**src/rtl/core/json_syntax_validator_unit_assert.svh**
```systemverilog
// ---------------------------------------------------------------------------
// Assertion macros for the JSON syntax validator.
// Each macro takes a label, the clock, the active-low reset, an antecedent,
// a consequent and a message. The checks vanish when SYNTHESIS is defined.
// ---------------------------------------------------------------------------
`ifndef JSON_SYNTAX_VALIDATOR_UNIT_ASSERT_SVH
`define JSON_SYNTAX_VALIDATOR_UNIT_ASSERT_SVH

`ifndef SYNTHESIS
// Consequent must hold in the same cycle as the antecedent.
`define JSV_ASSERT_IMP(label, clk, rst_n, ante, cons, msg) \
  label: assert property (@(posedge clk) disable iff (!rst_n) (ante) |-> (cons)) \
    else $error(msg);
// Consequent must hold in the cycle after the antecedent.
`define JSV_ASSERT_NXT(label, clk, rst_n, ante, cons, msg) \
  label: assert property (@(posedge clk) disable iff (!rst_n) (ante) |=> (cons)) \
    else $error(msg);
`else
`define JSV_ASSERT_IMP(label, clk, rst_n, ante, cons, msg)
`define JSV_ASSERT_NXT(label, clk, rst_n, ante, cons, msg)
`endif

`endif

```
**src/rtl/core/jsv_pkg.sv**
```systemverilog
// ---------------------------------------------------------------------------
// jsv_pkg
// Types, character codes and helper functions of the JSON syntax validator.
// ---------------------------------------------------------------------------
`timescale 1ns / 1ps
`default_nettype none

package jsv_pkg;

  // Parser position within the grammar.
  typedef enum logic [4:0] {
    M_TOP,
    M_ARR_FIRST,
    M_VALUE,
    M_OBJ_FIRST,
    M_OBJ_KEY,
    M_COLON,
    M_AFTER,
    M_STR_VAL,
    M_STR_KEY,
    M_ESC_VAL,
    M_ESC_KEY,
    M_HEX_VAL,
    M_HEX_KEY,
    M_LITERAL,
    M_N_SIGN,
    M_N_ZERO,
    M_N_INT,
    M_N_DOT,
    M_N_FRAC,
    M_N_EXP,
    M_N_EXPSIGN,
    M_N_EXPDIG
  } mode_e;

  // Error codes as reported on the result channel.
  typedef enum logic [1:0] {
    ERR_NONE,
    ERR_SYNTAX,
    ERR_OVERFLOW,
    ERR_UNENDED
  } err_e;

  // Literal being matched.
  typedef enum logic [1:0] {
    LIT_TRUE,
    LIT_FALSE,
    LIT_NULL
  } lit_e;

  localparam int unsigned DEPTH_LIMIT_W = 7;
  localparam logic [DEPTH_LIMIT_W-1:0] DEPTH_LIMIT_RST = 7'd64;

  // Character codes.
  localparam logic [7:0] CH_NUL    = 8'h00;
  localparam logic [7:0] CH_TAB    = 8'h09;
  localparam logic [7:0] CH_LF     = 8'h0A;
  localparam logic [7:0] CH_CR     = 8'h0D;
  localparam logic [7:0] CH_SPACE  = 8'h20;
  localparam logic [7:0] CH_QUOTE  = 8'h22;
  localparam logic [7:0] CH_PLUS   = 8'h2B;
  localparam logic [7:0] CH_COMMA  = 8'h2C;
  localparam logic [7:0] CH_MINUS  = 8'h2D;
  localparam logic [7:0] CH_DOT    = 8'h2E;
  localparam logic [7:0] CH_SLASH  = 8'h2F;
  localparam logic [7:0] CH_ZERO   = 8'h30;
  localparam logic [7:0] CH_NINE   = 8'h39;
  localparam logic [7:0] CH_COLON  = 8'h3A;
  localparam logic [7:0] CH_LBRACK = 8'h5B;
  localparam logic [7:0] CH_BSLASH = 8'h5C;
  localparam logic [7:0] CH_RBRACK = 8'h5D;
  localparam logic [7:0] CH_LBRACE = 8'h7B;
  localparam logic [7:0] CH_RBRACE = 8'h7D;
  localparam logic [7:0] CH_UP_A   = "A";
  localparam logic [7:0] CH_UP_E   = "E";
  localparam logic [7:0] CH_UP_F   = "F";
  localparam logic [7:0] CH_LO_A   = "a";
  localparam logic [7:0] CH_LO_B   = "b";
  localparam logic [7:0] CH_LO_E   = "e";
  localparam logic [7:0] CH_LO_F   = "f";
  localparam logic [7:0] CH_LO_L   = "l";
  localparam logic [7:0] CH_LO_N   = "n";
  localparam logic [7:0] CH_LO_R   = "r";
  localparam logic [7:0] CH_LO_S   = "s";
  localparam logic [7:0] CH_LO_T   = "t";
  localparam logic [7:0] CH_LO_U   = "u";

  function automatic logic is_ws(input logic [7:0] b);
    return (b == CH_SPACE) || (b == CH_TAB) || (b == CH_LF) || (b == CH_CR);
  endfunction

  function automatic logic is_digit(input logic [7:0] b);
    return (b >= CH_ZERO) && (b <= CH_NINE);
  endfunction

  function automatic logic is_hex(input logic [7:0] b);
    return is_digit(b) || ((b >= CH_LO_A) && (b <= CH_LO_F)) ||
           ((b >= CH_UP_A) && (b <= CH_UP_F));
  endfunction

  // Length of each literal in characters.
  function automatic logic [2:0] lit_len(input lit_e kind);
    logic [2:0] len;
    unique case (kind)
      LIT_TRUE:  len = 3'd4;
      LIT_FALSE: len = 3'd5;
      LIT_NULL:  len = 3'd4;
      default:   len = 3'd0;
    endcase
    return len;
  endfunction

  // Expected character at a given position of a literal.
  function automatic logic [7:0] lit_char(input lit_e kind, input logic [2:0] step);
    logic [7:0] ch;
    ch = CH_NUL;
    unique case (kind)
      LIT_TRUE: begin
        unique case (step)
          3'd0:    ch = CH_LO_T;
          3'd1:    ch = CH_LO_R;
          3'd2:    ch = CH_LO_U;
          3'd3:    ch = CH_LO_E;
          default: ch = CH_NUL;
        endcase
      end
      LIT_FALSE: begin
        unique case (step)
          3'd0:    ch = CH_LO_F;
          3'd1:    ch = CH_LO_A;
          3'd2:    ch = CH_LO_L;
          3'd3:    ch = CH_LO_S;
          3'd4:    ch = CH_LO_E;
          default: ch = CH_NUL;
        endcase
      end
      LIT_NULL: begin
        unique case (step)
          3'd0:    ch = CH_LO_N;
          3'd1:    ch = CH_LO_U;
          3'd2:    ch = CH_LO_L;
          3'd3:    ch = CH_LO_L;
          default: ch = CH_NUL;
        endcase
      end
      default: ch = CH_NUL;
    endcase
    return ch;
  endfunction

endpackage

`default_nettype wire

```
**src/rtl/core/json_syntax_validator_unit.sv**
```systemverilog
// ---------------------------------------------------------------------------
// json_syntax_validator_unit
// Checks a JSON document, one byte per item, and reports a verdict on the
// item marked last.
// ---------------------------------------------------------------------------
//  Channel  | Direction | Handshake             | Payload
//  ---------+-----------+-----------------------+------------------------------
//  in       | input     | in_valid_i/in_ready_o | in_byte_value_i, in_last_byte_i
//  out      | output    | out_valid_o/out_ready_i | out_is_valid_o, out_error_kind_o
//  cfg      | input     | cfg_valid_i/cfg_ready_o | cfg_depth_limit_i
//
// One item per cycle sustained. An item sits in the input register, where
// the parser state is updated, and a verdict then sits in the result
// register. The top of the nesting stack is kept in a flip-flop and
// the entry below it is read ahead from the stack RAM, so closing brackets
// back to back need no stall. The input only stalls when a last item
// finds the result register still full. Reset clears the parser and sets the
// depth limit to 64; the stack RAM needs no clearing.
// ---------------------------------------------------------------------------
`timescale 1ns / 1ps
`default_nettype none
`include "json_syntax_validator_unit_assert.svh"

module json_syntax_validator_unit
  import jsv_pkg::*;
#(
  parameter int unsigned MAX_DEPTH = 64
) (
  input  wire logic       clk_i,
  input  wire logic       rst_ni,
  // Document bytes
  input  wire logic       in_valid_i,
  output logic            in_ready_o,
  input  wire logic [7:0] in_byte_value_i,
  input  wire logic       in_last_byte_i,
  // Verdicts
  output logic            out_valid_o,
  input  wire logic       out_ready_i,
  output logic            out_is_valid_o,
  output logic [1:0]      out_error_kind_o,
  // Depth limit register
  input  wire logic       cfg_valid_i,
  output logic            cfg_ready_o,
  input  wire logic [DEPTH_LIMIT_W-1:0] cfg_depth_limit_i
);

  localparam int unsigned DW = $clog2(MAX_DEPTH + 1);
  localparam int unsigned AW = (MAX_DEPTH > 1) ? $clog2(MAX_DEPTH) : 1;
  localparam int unsigned CW = (DW > DEPTH_LIMIT_W) ? DW : DEPTH_LIMIT_W;
  localparam logic [CW-1:0] MAX_DEPTH_C = CW'(MAX_DEPTH);

  // Input register
  logic        in_vld_q, in_vld_d;
  logic [7:0]  byte_q;
  logic        last_q;

  // Parser state
  mode_e                    mode_q, mode_d, mode_p, mode_eff;
  logic [DW-1:0]            depth_q, depth_d, depth_p;
  logic                     top_q, top_d, top_p;
  lit_e                     lit_kind_q, lit_kind_d, lit_kind_p;
  logic [2:0]               lit_step_q, lit_step_d, lit_step_p;
  logic [2:0]               hex_left_q, hex_left_d, hex_left_p;
  err_e                     err_q, err_d, err_p, err_fin;
  logic                     ebz_q, ebz_d;
  logic [DEPTH_LIMIT_W-1:0] limit_q;

  // Result register
  logic        out_vld_q, out_vld_d;
  logic        out_ok_q;
  err_e        out_err_q;

  // Handshake and stack signals
  logic          out_free;
  logic          proc_fire;
  logic          run;
  logic          num_end;
  logic          can_open;
  logic          take_start;
  logic          take_close;
  logic          push;
  logic          push_bit;
  logic          want_obj;
  logic          below_bit;
  logic [DW:0]   rd_idx;
  logic [AW-1:0] rd_addr;
  mode_e         fin_mode;
  logic [DW-1:0] fin_depth;
  err_e          fin_base;
  logic          complete;
  logic          do_finish;

  // Item handshake: a non-last item always proceeds, a last item waits for
  // room in the result register.
  assign out_free   = !out_vld_q || out_ready_i;
  assign proc_fire  = in_vld_q && (!last_q || out_free);
  assign in_ready_o = !in_vld_q || proc_fire;
  assign cfg_ready_o = 1'b1;

  // Parsing runs only on live, non-zero bytes with no error latched.
  assign run = !ebz_q && (byte_q != CH_NUL) && (err_q == ERR_NONE);

  // A finished number hands the terminating byte to the after-value rules.
  always_comb begin
    unique case (mode_q)
      M_N_ZERO:   num_end = !((byte_q == CH_DOT) || (byte_q == CH_LO_E) ||
                              (byte_q == CH_UP_E));
      M_N_INT:    num_end = !(is_digit(byte_q) || (byte_q == CH_DOT) ||
                              (byte_q == CH_LO_E) || (byte_q == CH_UP_E));
      M_N_FRAC:   num_end = !(is_digit(byte_q) || (byte_q == CH_LO_E) ||
                              (byte_q == CH_UP_E));
      M_N_EXPDIG: num_end = !is_digit(byte_q);
      default:    num_end = 1'b0;
    endcase
    mode_eff = num_end ? M_AFTER : mode_q;
  end

  // Opening is allowed below both the register limit and the stack size.
  assign can_open = (CW'(depth_q) < CW'(limit_q)) && (CW'(depth_q) < MAX_DEPTH_C);
  assign want_obj = (byte_q == CH_RBRACE);

  // Next parser state for one byte.
  always_comb begin
    mode_p     = mode_eff;
    depth_p    = depth_q;
    top_p      = top_q;
    lit_kind_p = lit_kind_q;
    lit_step_p = lit_step_q;
    hex_left_p = hex_left_q;
    err_p      = err_q;
    take_start = 1'b0;
    take_close = 1'b0;
    push       = 1'b0;
    push_bit   = 1'b0;
    if (!run) begin
      mode_p = mode_q;
    end else begin
      unique case (mode_eff)
        M_TOP, M_VALUE: begin
          take_start = !is_ws(byte_q);
        end
        M_ARR_FIRST: begin
          if (!is_ws(byte_q)) begin
            if (byte_q == CH_RBRACK) take_close = 1'b1;
            else take_start = 1'b1;
          end
        end
        M_OBJ_FIRST, M_OBJ_KEY: begin
          if (!is_ws(byte_q)) begin
            if (byte_q == CH_RBRACE && mode_eff == M_OBJ_FIRST) take_close = 1'b1;
            else if (byte_q == CH_QUOTE) mode_p = M_STR_KEY;
            else err_p = ERR_SYNTAX;
          end
        end
        M_COLON: begin
          if (!is_ws(byte_q)) begin
            if (byte_q == CH_COLON) mode_p = M_VALUE;
            else err_p = ERR_SYNTAX;
          end
        end
        M_AFTER: begin
          if (!is_ws(byte_q)) begin
            if (depth_q == '0) err_p = ERR_SYNTAX;
            else if (byte_q == CH_COMMA) mode_p = top_q ? M_OBJ_KEY : M_VALUE;
            else if (byte_q == CH_RBRACK || byte_q == CH_RBRACE) take_close = 1'b1;
            else err_p = ERR_SYNTAX;
          end
        end
        M_STR_VAL, M_STR_KEY: begin
          if (byte_q == CH_QUOTE) begin
            mode_p = (mode_eff == M_STR_KEY) ? M_COLON : M_AFTER;
          end else if (byte_q == CH_BSLASH) begin
            mode_p = (mode_eff == M_STR_KEY) ? M_ESC_KEY : M_ESC_VAL;
          end
        end
        M_ESC_VAL, M_ESC_KEY: begin
          if (byte_q == CH_QUOTE || byte_q == CH_BSLASH || byte_q == CH_SLASH ||
              byte_q == CH_LO_B || byte_q == CH_LO_F || byte_q == CH_LO_N ||
              byte_q == CH_LO_R || byte_q == CH_LO_T) begin
            mode_p = (mode_eff == M_ESC_KEY) ? M_STR_KEY : M_STR_VAL;
          end else if (byte_q == CH_LO_U) begin
            hex_left_p = 3'd4;
            mode_p = (mode_eff == M_ESC_KEY) ? M_HEX_KEY : M_HEX_VAL;
          end else begin
            err_p = ERR_SYNTAX;
          end
        end
        M_HEX_VAL, M_HEX_KEY: begin
          if (!is_hex(byte_q) || hex_left_q == 3'd0) begin
            err_p = ERR_SYNTAX;
          end else begin
            hex_left_p = hex_left_q - 3'd1;
            if (hex_left_q == 3'd1) begin
              mode_p = (mode_eff == M_HEX_KEY) ? M_STR_KEY : M_STR_VAL;
            end
          end
        end
        M_LITERAL: begin
          if (lit_step_q >= lit_len(lit_kind_q) ||
              byte_q != lit_char(lit_kind_q, lit_step_q)) begin
            err_p = ERR_SYNTAX;
          end else begin
            lit_step_p = lit_step_q + 3'd1;
            if (lit_step_p == lit_len(lit_kind_q)) mode_p = M_AFTER;
          end
        end
        M_N_SIGN: begin
          if (byte_q == CH_ZERO) mode_p = M_N_ZERO;
          else if (is_digit(byte_q)) mode_p = M_N_INT;
          else err_p = ERR_SYNTAX;
        end
        M_N_ZERO, M_N_INT, M_N_FRAC, M_N_EXPDIG: begin
          // Only continuing bytes land here; terminators went to M_AFTER.
          if (byte_q == CH_DOT) mode_p = M_N_DOT;
          else if (byte_q == CH_LO_E || byte_q == CH_UP_E) mode_p = M_N_EXP;
        end
        M_N_DOT: begin
          if (is_digit(byte_q)) mode_p = M_N_FRAC;
          else err_p = ERR_SYNTAX;
        end
        M_N_EXP: begin
          if (byte_q == CH_PLUS || byte_q == CH_MINUS) mode_p = M_N_EXPSIGN;
          else if (is_digit(byte_q)) mode_p = M_N_EXPDIG;
          else err_p = ERR_SYNTAX;
        end
        M_N_EXPSIGN: begin
          if (is_digit(byte_q)) mode_p = M_N_EXPDIG;
          else err_p = ERR_SYNTAX;
        end
        default: err_p = ERR_SYNTAX;
      endcase

      // Start of a new value.
      if (take_start) begin
        priority if (byte_q == CH_LBRACE || byte_q == CH_LBRACK) begin
          if (!can_open) begin
            err_p = ERR_OVERFLOW;
          end else begin
            push     = 1'b1;
            push_bit = (byte_q == CH_LBRACE);
            depth_p  = depth_q + DW'(1);
            top_p    = push_bit;
            mode_p   = push_bit ? M_OBJ_FIRST : M_ARR_FIRST;
          end
        end else if (byte_q == CH_QUOTE) begin
          mode_p = M_STR_VAL;
        end else if (byte_q == CH_LO_T || byte_q == CH_LO_F || byte_q == CH_LO_N) begin
          lit_kind_p = (byte_q == CH_LO_T) ? LIT_TRUE :
                       (byte_q == CH_LO_F) ? LIT_FALSE : LIT_NULL;
          lit_step_p = 3'd1;
          mode_p     = M_LITERAL;
        end else if (byte_q == CH_MINUS) begin
          mode_p = M_N_SIGN;
        end else if (byte_q == CH_ZERO) begin
          mode_p = M_N_ZERO;
        end else if (is_digit(byte_q)) begin
          mode_p = M_N_INT;
        end else begin
          err_p = ERR_SYNTAX;
        end
      end

      // Closing bracket: must match the open container.
      if (take_close) begin
        if (depth_q == '0 || top_q != want_obj) begin
          err_p = ERR_SYNTAX;
        end else begin
          depth_p = depth_q - DW'(1);
          top_p   = below_bit;
          mode_p  = M_AFTER;
        end
      end
    end
  end

  // End-of-document judgement, on a zero byte or on the last byte.
  always_comb begin
    fin_mode  = (byte_q == CH_NUL) ? mode_q : mode_p;
    fin_depth = (byte_q == CH_NUL) ? depth_q : depth_p;
    fin_base  = (byte_q == CH_NUL) ? err_q : err_p;
    complete  = ((fin_mode == M_AFTER) || (fin_mode == M_N_ZERO) ||
                 (fin_mode == M_N_INT) || (fin_mode == M_N_FRAC) ||
                 (fin_mode == M_N_EXPDIG)) && (fin_depth == '0);
    if (fin_base != ERR_NONE) err_fin = fin_base;
    else if (complete) err_fin = ERR_NONE;
    else err_fin = ERR_UNENDED;
    do_finish = !ebz_q && ((byte_q == CH_NUL) || last_q);
  end

  // State update; the last byte returns the parser to its start state.
  always_comb begin
    mode_d     = mode_q;
    depth_d    = depth_q;
    top_d      = top_q;
    lit_kind_d = lit_kind_q;
    lit_step_d = lit_step_q;
    hex_left_d = hex_left_q;
    err_d      = err_q;
    ebz_d      = ebz_q;
    if (proc_fire) begin
      if (last_q) begin
        mode_d     = M_TOP;
        depth_d    = '0;
        lit_kind_d = LIT_TRUE;
        lit_step_d = 3'd0;
        hex_left_d = 3'd0;
        err_d      = ERR_NONE;
        ebz_d      = 1'b0;
      end else begin
        mode_d     = mode_p;
        depth_d    = depth_p;
        top_d      = top_p;
        lit_kind_d = lit_kind_p;
        lit_step_d = lit_step_p;
        hex_left_d = hex_left_p;
        err_d      = do_finish ? err_fin : err_p;
        ebz_d      = ebz_q || (byte_q == CH_NUL);
      end
    end
  end

  // Input register control.
  always_comb begin
    in_vld_d = in_vld_q;
    if (in_ready_o) in_vld_d = in_valid_i;
  end

  // Result register control.
  always_comb begin
    out_vld_d = out_vld_q;
    if (proc_fire && last_q) out_vld_d = 1'b1;
    else if (out_ready_i) out_vld_d = 1'b0;
  end

  always_ff @(posedge clk_i or negedge rst_ni) begin
    if (!rst_ni) begin
      in_vld_q   <= 1'b0;
      out_vld_q  <= 1'b0;
      mode_q     <= M_TOP;
      depth_q    <= '0;
      lit_kind_q <= LIT_TRUE;
      lit_step_q <= 3'd0;
      hex_left_q <= 3'd0;
      err_q      <= ERR_NONE;
      ebz_q      <= 1'b0;
      limit_q    <= DEPTH_LIMIT_RST;
    end else begin
      in_vld_q   <= in_vld_d;
      out_vld_q  <= out_vld_d;
      mode_q     <= mode_d;
      depth_q    <= depth_d;
      lit_kind_q <= lit_kind_d;
      lit_step_q <= lit_step_d;
      hex_left_q <= hex_left_d;
      err_q      <= err_d;
      ebz_q      <= ebz_d;
      if (cfg_valid_i && cfg_ready_o) limit_q <= cfg_depth_limit_i;
    end
  end

  // Payload registers.
  always_ff @(posedge clk_i) begin
    top_q <= top_d;
    if (in_valid_i && in_ready_o) begin
      byte_q <= in_byte_value_i;
      last_q <= in_last_byte_i;
    end
    if (proc_fire && last_q) begin
      out_err_q <= do_finish ? err_fin : err_q;
      out_ok_q  <= ((do_finish ? err_fin : err_q) == ERR_NONE);
    end
  end

  // Nesting stack. The RAM always reads the entry below the next top.
  assign rd_idx  = {1'b0, depth_d} - (DW + 1)'(2);
  assign rd_addr = rd_idx[AW-1:0];

  jsv_ram #(
    .WIDTH (1),
    .DEPTH (MAX_DEPTH)
  ) u_stack (
    .clk_i     (clk_i),
    .wr_en_i   (proc_fire && push && !last_q),
    .wr_addr_i (depth_q[AW-1:0]),
    .wr_data_i (push_bit),
    .rd_addr_i (rd_addr),
    .rd_data_o (below_bit)
  );

  assign out_valid_o      = out_vld_q;
  assign out_is_valid_o   = out_ok_q;
  assign out_error_kind_o = out_err_q;

  // Checks on the parser and the result register.
  `JSV_ASSERT_IMP(a_verdict_fields, clk_i, rst_ni, out_valid_o,
                  out_is_valid_o == (out_error_kind_o == ERR_NONE),
                  "verdict flag disagrees with error kind")
  `JSV_ASSERT_IMP(a_depth_bound, clk_i, rst_ni, 1'b1,
                  CW'(depth_q) <= MAX_DEPTH_C,
                  "nesting depth beyond stack size")
  `JSV_ASSERT_IMP(a_push_in_range, clk_i, rst_ni, proc_fire && push,
                  can_open && (CW'(depth_q) < CW'(limit_q)),
                  "stack push above the depth limit")
  `JSV_ASSERT_NXT(a_clear_after_last, clk_i, rst_ni, proc_fire && last_q,
                  (depth_q == '0) && (mode_q == M_TOP) && (err_q == ERR_NONE) && !ebz_q,
                  "parser not back at start after the last item")
  `JSV_ASSERT_IMP(a_result_source, clk_i, rst_ni, out_valid_o && !$past(out_valid_o),
                  $past(proc_fire && last_q),
                  "result appeared without a last item")

endmodule

`default_nettype wire

```
**src/rtl/core/jsv_ram.sv**
```systemverilog
// ---------------------------------------------------------------------------
// jsv_ram
// Generic single-write, single-read RAM with a registered read port.
// ---------------------------------------------------------------------------
`timescale 1ns / 1ps
`default_nettype none

module jsv_ram #(
  parameter int unsigned WIDTH = 1,
  parameter int unsigned DEPTH = 64,
  localparam int unsigned AW = (DEPTH > 1) ? $clog2(DEPTH) : 1
) (
  input  wire logic             clk_i,
  input  wire logic             wr_en_i,
  input  wire logic [AW-1:0]    wr_addr_i,
  input  wire logic [WIDTH-1:0] wr_data_i,
  input  wire logic [AW-1:0]    rd_addr_i,
  output logic      [WIDTH-1:0] rd_data_o
);

  logic [WIDTH-1:0] mem_q [DEPTH];
  logic [WIDTH-1:0] rd_data_q;

  // Write port.
  always_ff @(posedge clk_i) begin
    if (wr_en_i) begin
      mem_q[wr_addr_i] <= wr_data_i;
    end
  end

  // Registered read port, updated every cycle.
  always_ff @(posedge clk_i) begin
    rd_data_q <= mem_q[rd_addr_i];
  end

  assign rd_data_o = rd_data_q;

endmodule

`default_nettype wire

```
**config.mk**
```make
export PLATFORM = sky130hd
export DESIGN_NAME = json_syntax_validator_unit
export DESIGN_NICKNAME = d
export VERILOG_FILES = /design/src/rtl/core/jsv_pkg.sv /design/src/rtl/core/json_syntax_validator_unit.sv /design/src/rtl/core/jsv_ram.sv
export VERILOG_INCLUDE_DIRS = /design/src /design/src/rtl/core
export SDC_FILE = /design/constraint.sdc
export NUM_CORES = 1
export LEC_CHECK = 0
export BUFFER_PORTS_ARGS = -buffer_cell sky130_fd_sc_hd__buf_2
export CORE_MARGIN = 3
export CORE_UTILIZATION = 55
export DETAILED_ROUTE_END_ITERATION = 12
export GPL_ROUTABILITY_DRIVEN = 0
export GPL_TIMING_DRIVEN = 0
export PLACE_DENSITY = 0.8
export SETUP_SLACK_MARGIN = 0.4
export SLEW_MARGIN = 20
export SYNTH_ARGS = -nofsm -noshare
export SYNTH_HDL_FRONTEND = slang
export SYNTH_HIERARCHICAL = 1
export SYNTH_SLANG_ARGS = --single-unit
```
**constraint.sdc**
```tcl
create_clock -name clk_i -period 6.85 [get_ports clk_i]
set_input_delay 0.3425 -clock clk_i [delete_from_list [all_inputs] [get_ports clk_i]]
set_output_delay 0.3425 -clock clk_i [all_outputs]
set_load 0.005 [all_outputs]
```
==> metrics.md, run 1 <==
| Metric | Value |
|---|---|
| Status | `finished, final reports clean` |
| CP cell instances | `buf_6, or4_2, nor2_1, or4_1, buf_2, buf_1, nor3_1, a221oi_1, nand2_1, nand2_1, o21ai_0, inv_1, ha_1, inv_1, buf_4, mux4_2, mux2i_1, mux2i_1, a211oi_2, a21oi_1` |
| Area growth syn-to-layout | `8.98%` |
| CTS Root Cell | `clkbuf_16` |
| Reg clk slew, reported paths | `90 ps` |
| Setup CP Type | `register to register` |
| Largest net degree at the start of global routing | `33` |
| DRC | `0` |
| Sequential cell area | `3130 µm²` |
| Final core area utilization | `62.2%` |
| Dominant synthesized flop cell | `edfxtp_1` |
| Worst vdd ir | `0.187 mV` |
| Layout Cells excl Fill | `1,102` |
| IO Pins | `27` |
| Pwr dens | `264 nW/µm²` |
| Num CTS Buffers | `9` |
| Routed WL | `21.6 mm` |
| Highest-delay cell along the critical path | `or4_2` |
| Final slew viol count | `0` |
| Die ar. | `16,000 µm²` |
| Number of stages on the worst setup path | `20` |
| Area of placed instances | `8390 µm²` |
| Initial detailed-routing violation count | `1,020` |
| Hold Fails Final Rpt | `0` |
| Syn Area/Cell | `9.13 µm²` |
| Diode count | `0` |
| Final-report setup violation count | `0` |
| Layout fillers | `1,160` |
| Max Cap Viol | `0` |
| Maximum clock path buffer count | `2` |
| Post-CTS sizing | `0` |
| Fin area | `8730 µm²` |
| Slowest stage delay, CP | `740 ps` |
| Post-synth ARST share | `29.1%` |
| Static leakage power | `3.07 nW` |
| Gr ovfl total | `0` |
| Detail Route Antenna Nets | `0` |
| XOR/XNOR Fraction of Synth Area | `1.20%` |
| Period minus WS final | `5560 ps` |
| Post-CTS setup buffers | `0` |
| Via density | `6.71` |
| Main combinational cell family by area after synthesis | `simple AND/OR/NAND/NOR gates` |
| Syn Inst Count | `877` |
| Compound-Gate Fraction of Synth Area | `17.4%` |
| Setup TNS | `0 ps` |
| Rows | `43` |
| Yosys cell types | `96` |
| Mapped cell area | `8010 µm²` |
| R2R depth | `20` |
| Total track usage | `27.2%` |
| Mux contribution to synthesized area | `6.53%` |
| First-pass GRT wire length | `35.4 mm` |
| Htree depth | `3` |
| DR vias | `7,397` |
| Share of cells above drive strength 1 | `12.6%` |
| DR WL/cell | `19.6 µm` |
| Area of the multi-input gates | `4470 µm²` |
| Simple-gate share of the synthesized area | `27.3%` |
| Rel. slew slack | `28.4%` |
| CTS Hold Bufs | `0` |
| Clock skew | `12.7 ps` |
| 1st-pass router iterations | `7` |
| Starting Density | `57.0%` |
| Part of the Yosys area used for sequential elements | `39.1%` |
| Placed Instances | `1,086` |
| CTS tree | `built` |
| Clock sinks | `110` |
| Worst-Margin Slew | `1060 ps` |
| CP max FO | `10` |
| Initial antenna violation count | `0` |
| Vias in the first global route | `6,917` |
| Tcrit/Tclk final | `81.2%` |
| Nets@finish | `958` |
| Crit path buffers/inverters | `6` |
| Core ar. | `14,000 µm²` |
| Port Buf Inserts | `25` |
| Crit. End Element | `register` |
| Synthesized flop and latch total | `110` |
| Worst path arrival time | `5790 ps` |
| Type of origin of the critical path | `register` |
| RSZ-0062 raised after global routing | `false` |
| Adder-Cell Fraction of Synth Area | `3.12%` |
| DIE HEIGHT | `127 µm` |
| Post-synth EDFFs | `77` |
| Hold Path Class | `input pin to async pin` |
| Clk_lat worst skew | `360 ps` |
| Net count after synthesis | `918` |
| Peak Freq | `0.180 GHz` |
| WP data required | `7070 ps` |
| Detail Placement HPWL | `15.7 mm` |
| Ys Warns | `6` |
| Family with the most delay on the worst path | `simple AND/OR/NAND/NOR gates` |
| Die width | `127 µm` |
[power by group]
part | leakage (nW) | internal (mW) | switching (mW)
sequential | 1.01 | 0.746 | 0.0296
clock | 0.157 | 0.272 | 0.285
combinational | 1.90 | 0.359 | 0.614
total | 3.07 | 1.38 | 0.929
[state kept, by name, indices dropped and copies added (netlist names)]
signal and cells:
in_vld_q 1, last_q 1, lit_kind_q 2, limit_q 7
u_stack/mem_q 64, lit_step_q 3, byte_q 8, top_q 1
ebz_q 1, u_stack/rd_data_o 1, out_valid_o 1, out_error_kind_o 2
err_q 2, out_is_valid_o 1, mode_q 5, depth_q 7
hex_left_q 3
[worst reg2reg max path, cell delays in order (launching register included)]
cell and delay (ps):
edfxtp_1 400, buf_6 160, or4_2 740, nor2_1 540, or4_1 240, buf_2 250, buf_1 420, nor3_1 100
a221oi_1 320, nand2_1 130, nand2_1 80, o21ai_0 170, inv_1 260, ha_1 270, inv_1 150, buf_4 220
mux4_2 330, mux2i_1 180, mux2i_1 130, a211oi_2 250, a21oi_1 90
[cell usage after synthesis (9+ instances only)]
cell type | count | area [µm²]
buf_4 | 9 | 67.6
nor2_1 | 120 | 450
mux2i_1 | 11 | 110
nor4_1 | 15 | 93.8
o21ai_0 | 33 | 165
nand3_1 | 26 | 130
o22ai_1 | 9 | 56.3
and2_1 | 12 | 75.1
mux4_2 | 11 | 248
nor3_1 | 32 | 160
nand4_1 | 11 | 68.8
inv_1 | 31 | 116
nand2b_1 | 14 | 87.6
nor2b_1 | 18 | 113
nor3b_1 | 9 | 67.6
dfrtp_1 | 31 | 776
nand2_1 | 85 | 319
a211oi_1 | 9 | 67.6
a31oi_1 | 12 | 75.1
and3_1 | 9 | 56.3
or3_1 | 16 | 100
edfxtp_1 | 77 | 2310
a21oi_1 | 48 | 240
or4_1 | 10 | 75.1
clkbuf_1 | 31 | 116
ha_1 | 20 | 250
[metrics by stage]
step           power [mW]  setup slack (ps)  hold WS, ps
2_1_floorplan        1.50              1850         46.9
3_3_place_gp         1.71              -233          443
3_5_place_dp         1.72              1430          442
4_1_cts              2.28              1380         60.3
5_1_grt              2.42               946         98.0
6_report             2.31              1290         42.9
[placed cells by master, fill, tap and decap left out, types with 13 or more instances in the layout]
master / Yosys / final
nor2_1: 120 / 120
nand2_1: 85 / 85
edfxtp_1: 77 / 77
a21oi_1: 48 / 48
o21ai_0: 33 / 33
buf_2: 7 / 32
inv_1: 31 / 31
clkbuf_1: 31 / 31
nor3_1: 32 / 31
dfrtp_1: 31 / 31
nand3_1: 26 / 26
ha_1: 20 / 20
nor2b_1: 18 / 18
or3_1: 16 / 16
nand2b_1: 14 / 14
nor4_1: 15 / 14
buf_4: 9 / 13
[layer usage]
layer  GRT usage (%)  up-vias  wire (µm)
li1                -     3371          -
met1            39.0     3456       9100
met2            41.3      488       9570
met3            5.77       82       2350
met4            9.40        0        619
met5               0        -          0
[kinds of logic (layout without fill, tap and decap cells)]
kind of cell / Yosys count / count (layout)
AND/OR/NAND/NOR: 419 / 419
AO/OA/AOI/OAI: 198 / 198
flip-flops: 110 / 110
buffers and inverters: 88 / 133
multiplexers: 30 / 30
adder cells (fa/ha/maj): 20 / 20
XOR/XNOR: 11 / 11
other: 1 / 1
[path summary, 6_finish.rpt]
path                                         from                        end  slack (ps)
max in group asynchronous                  rst_ni       depth_q[2]$_DFF_PN0_        6330
hold reg to reg            limit_q[0]$_DFFE_PN0P_     limit_q[0]$_DFFE_PN0P_         530
hold / removal                             rst_ni      mode_q[4]$_DFFE_PN0P_          40
setup / recovery              byte_q[3]$_DFFE_PP_  u_stack/rd_data_o$_DFF_P_        1290
setup reg to reg              byte_q[3]$_DFFE_PP_  u_stack/rd_data_o$_DFF_P_        1290
min in group clk_i             in_byte_value_i[0]        byte_q[0]$_DFFE_PP_         150
[cell type report]
type	count	share of cell area, %
Sequential cell	110	35.9
Timing Repair Buffer	29	1.78
Inverter	32	1.38
Multi-Input combinational cell	679	51.2
Clock buffer	9	2.58
Clock inverter	7	1.16
Tap cell	180	2.58
Buffer	56	3.45
Note: power is estimated with default switching activity, not from simulation.
==> run 2: changes to the inputs <==
--- a/config.mk
+++ b/config.mk
@@ -12,7 +12,7 @@
 export DETAILED_ROUTE_END_ITERATION = 12
 export GPL_ROUTABILITY_DRIVEN = 0
 export GPL_TIMING_DRIVEN = 0
-export PLACE_DENSITY = 0.8
+export PLACE_DENSITY = 0.83
 export SETUP_SLACK_MARGIN = 0.4
 export SLEW_MARGIN = 20
 export SYNTH_ARGS = -nofsm -noshare
==> constraint.sdc (replaced) <==
create_clock -name clk_i -period 4.5 [get_ports clk_i]
set_input_delay 0.225 -clock clk_i [delete_from_list [all_inputs] [get_ports clk_i]]
set_output_delay 0.225 -clock clk_i [all_outputs]
set_load 0.005 [all_outputs]
==> run 2 against run 1 <==
Compared with the run above:
- critical path depth decreased by 2
- setup slack got worse by 1200 ps
- register-to-register slack got worse by 1200 ps
- die area unchanged
- critical path type unchanged
- wire length increased by 16%
==> metrics.md, run 2 (synthesized netlist as in run 1, its figures left out) <==
| Metric | Value |
|---|---|
| DR WL/cell | `21.7 µm` |
| Via density | `7.09` |
| Htree depth | `3` |
| Type of origin of the critical path | `register` |
| DR vias | `8,200` |
| Power, Total | `4.05 mW` |
| 1st-pass router iterations | `12` |
| Initial detailed-routing violation count | `1,545` |
| Die width | `127 µm` |
| Pwr dens | `414 nW/µm²` |
| Layout Cells excl Fill | `1,156` |
| Starting Density | `57.0%` |
| Peak Freq | `0.226 GHz` |
| Detail Route Antenna Nets | `0` |
| First-pass GRT wire length | `37.2 mm` |
| Top reg by flops | `u_stack/mem_q` |
| CTS Root Cell | `clkbuf_16` |
| RSZ-0062 raised after global routing | `true` |
| Die ar. | `16,000 µm²` |
| Clk_lat worst skew | `370 ps` |
| Worst path arrival time | `4670 ps` |
| Nets@finish | `1,012` |
| Fin area | `9770 µm²` |
| Commonest non-fill, non-tap cell in the layout | `nor2_1` |
| Period minus WS final | `4420 ps` |
| Worst vdd ir | `0.373 mV` |
| Largest net degree at the start of global routing | `33` |
| Crit. End Element | `register` |
| Dpl ws | `-467 ps` |
| Commonest non-fill, non-tap cells in the layout | `nor2_1 (118), nand2_1 (81), edfxtp_1 (77)` |
| Share of cells above drive strength 1 | `26.1%` |
| Maximum clock path buffer count | `2` |
| DRC | `0` |
| Reg clk slew, reported paths | `90 ps` |
| Final setup margin | `75.7 ps` |
| Max FFs per register | `64` |
| Final-report setup violation count | `0` |
| Area growth syn-to-layout | `22.0%` |
| Rel. slew slack | `34.3%` |
| Area of placed instances | `8420 µm²` |
| Setup CP Type | `register to register` |
| WP data required | `4750 ps` |
| Hold Worst Slack | `20.2 ps` |
| Static leakage power | `3.53 nW` |
| Vias in the first global route | `7,448` |
| Worst-Margin Slew | `984 ps` |
| Num CTS Buffers | `9` |
| Tcrit/Tclk final | `98.3%` |
| Gr ovfl total | `0` |
| Port Buf Inserts | `25` |
| Hold Fails Final Rpt | `0` |
| DIE HEIGHT | `127 µm` |
| Setup TNS | `0 ps` |
| Hold Path Class | `input pin to register` |
| Max Cap Viol | `0` |
| Routed WL | `25.0 mm` |
| FF-to-FF setup slack | `80 ps` |
| Clock sinks | `110` |
| CP max FO | `10` |
| IO Pins | `27` |
| Initial antenna violation count | `0` |
| Detail Placement HPWL | `15.7 mm` |
| Placed Instances | `1,084` |
| Clock skew | `14.9 ps` |
| Final slew viol count | `0` |
| Total track usage | `28.8%` |
| Diode count | `0` |
| CTS tree | `built` |
| Core ar. | `14,000 µm²` |
| Status | `finished, final reports clean` |
| Final core area utilization | `69.6%` |
| Registers with the most flip-flops | `u_stack/mem_q (64), byte_q (8)` |
| Rows | `43` |
-- run 2: final timing paths --
kind / startpoint / to / depth (start not counted)
max: byte_q[1]$_DFFE_PP_ / u_stack/rd_data_o$_DFF_P_ / 18
min: in_byte_value_i[1] / byte_q[1]$_DFFE_PP_ / 1
max reg2reg: byte_q[1]$_DFFE_PP_ / u_stack/rd_data_o$_DFF_P_ / 18
min reg2reg: limit_q[2]$_DFFE_PN0P_ / limit_q[2]$_DFFE_PN0P_ / 2
max in group asynchronous: rst_ni / depth_q[5]$_DFF_PN0_ / 2
min in group asynchronous: rst_ni / mode_q[4]$_DFFE_PN0P_ / 2
-- run 2: cell type report --
class / instances / area, µm²
flip-flops and latches: 110 / 3140
fillers: 949 / 4270
multi-input cells: 679 / 4960
well taps: 180 / 225
clock buffers: 10 / 229
inverters: 32 / 120
plain buffers: 56 / 378
clock inverters: 6 / 76.3
repair buffers: 83 / 642
-- run 2: critical path, stage by stage, from the launching register on --
cell and delay [ps]:
edfxtp_1 420, buf_4 200, and4bb_2 310, or4b_4 510, xor2_2 220, and2_1 180
clkbuf_4 190, and2_4 190, o21ai_4 70, buf_4 150, or3_1 330, o21ai_2 90
buf_6 180, buf_4 130, mux4_2 520, a22oi_2 180, a31oi_1 140, a21oi_1 170
a21oi_1 90
-- run 2: timing repair --
item | CTS | global route
setup endpoints to repair | 6 | 12
pin swaps | 29 | 25
setup buffers | 37 | 17
hold buffers | 1 | 0
cloned | 1 | 0
gates resized for setup | 58 | 85
endpoints found under the hold margin | 31 | 0
-- run 2: per-layer routing --
layer | GRT usage (%) | part of all wire [%]
met5 | 0 | 0
met4 | 13.4 | 6.5
met3 | 6.86 | 13
met2 | 43.9 | 43
met1 | 39.1 | 38
-- run 2: where the power goes --
part           total [mW]  internal, mW  switching, mW
registers            1.18          1.14         0.0466
clock network       0.839         0.442          0.397
logic                2.03         0.854           1.17
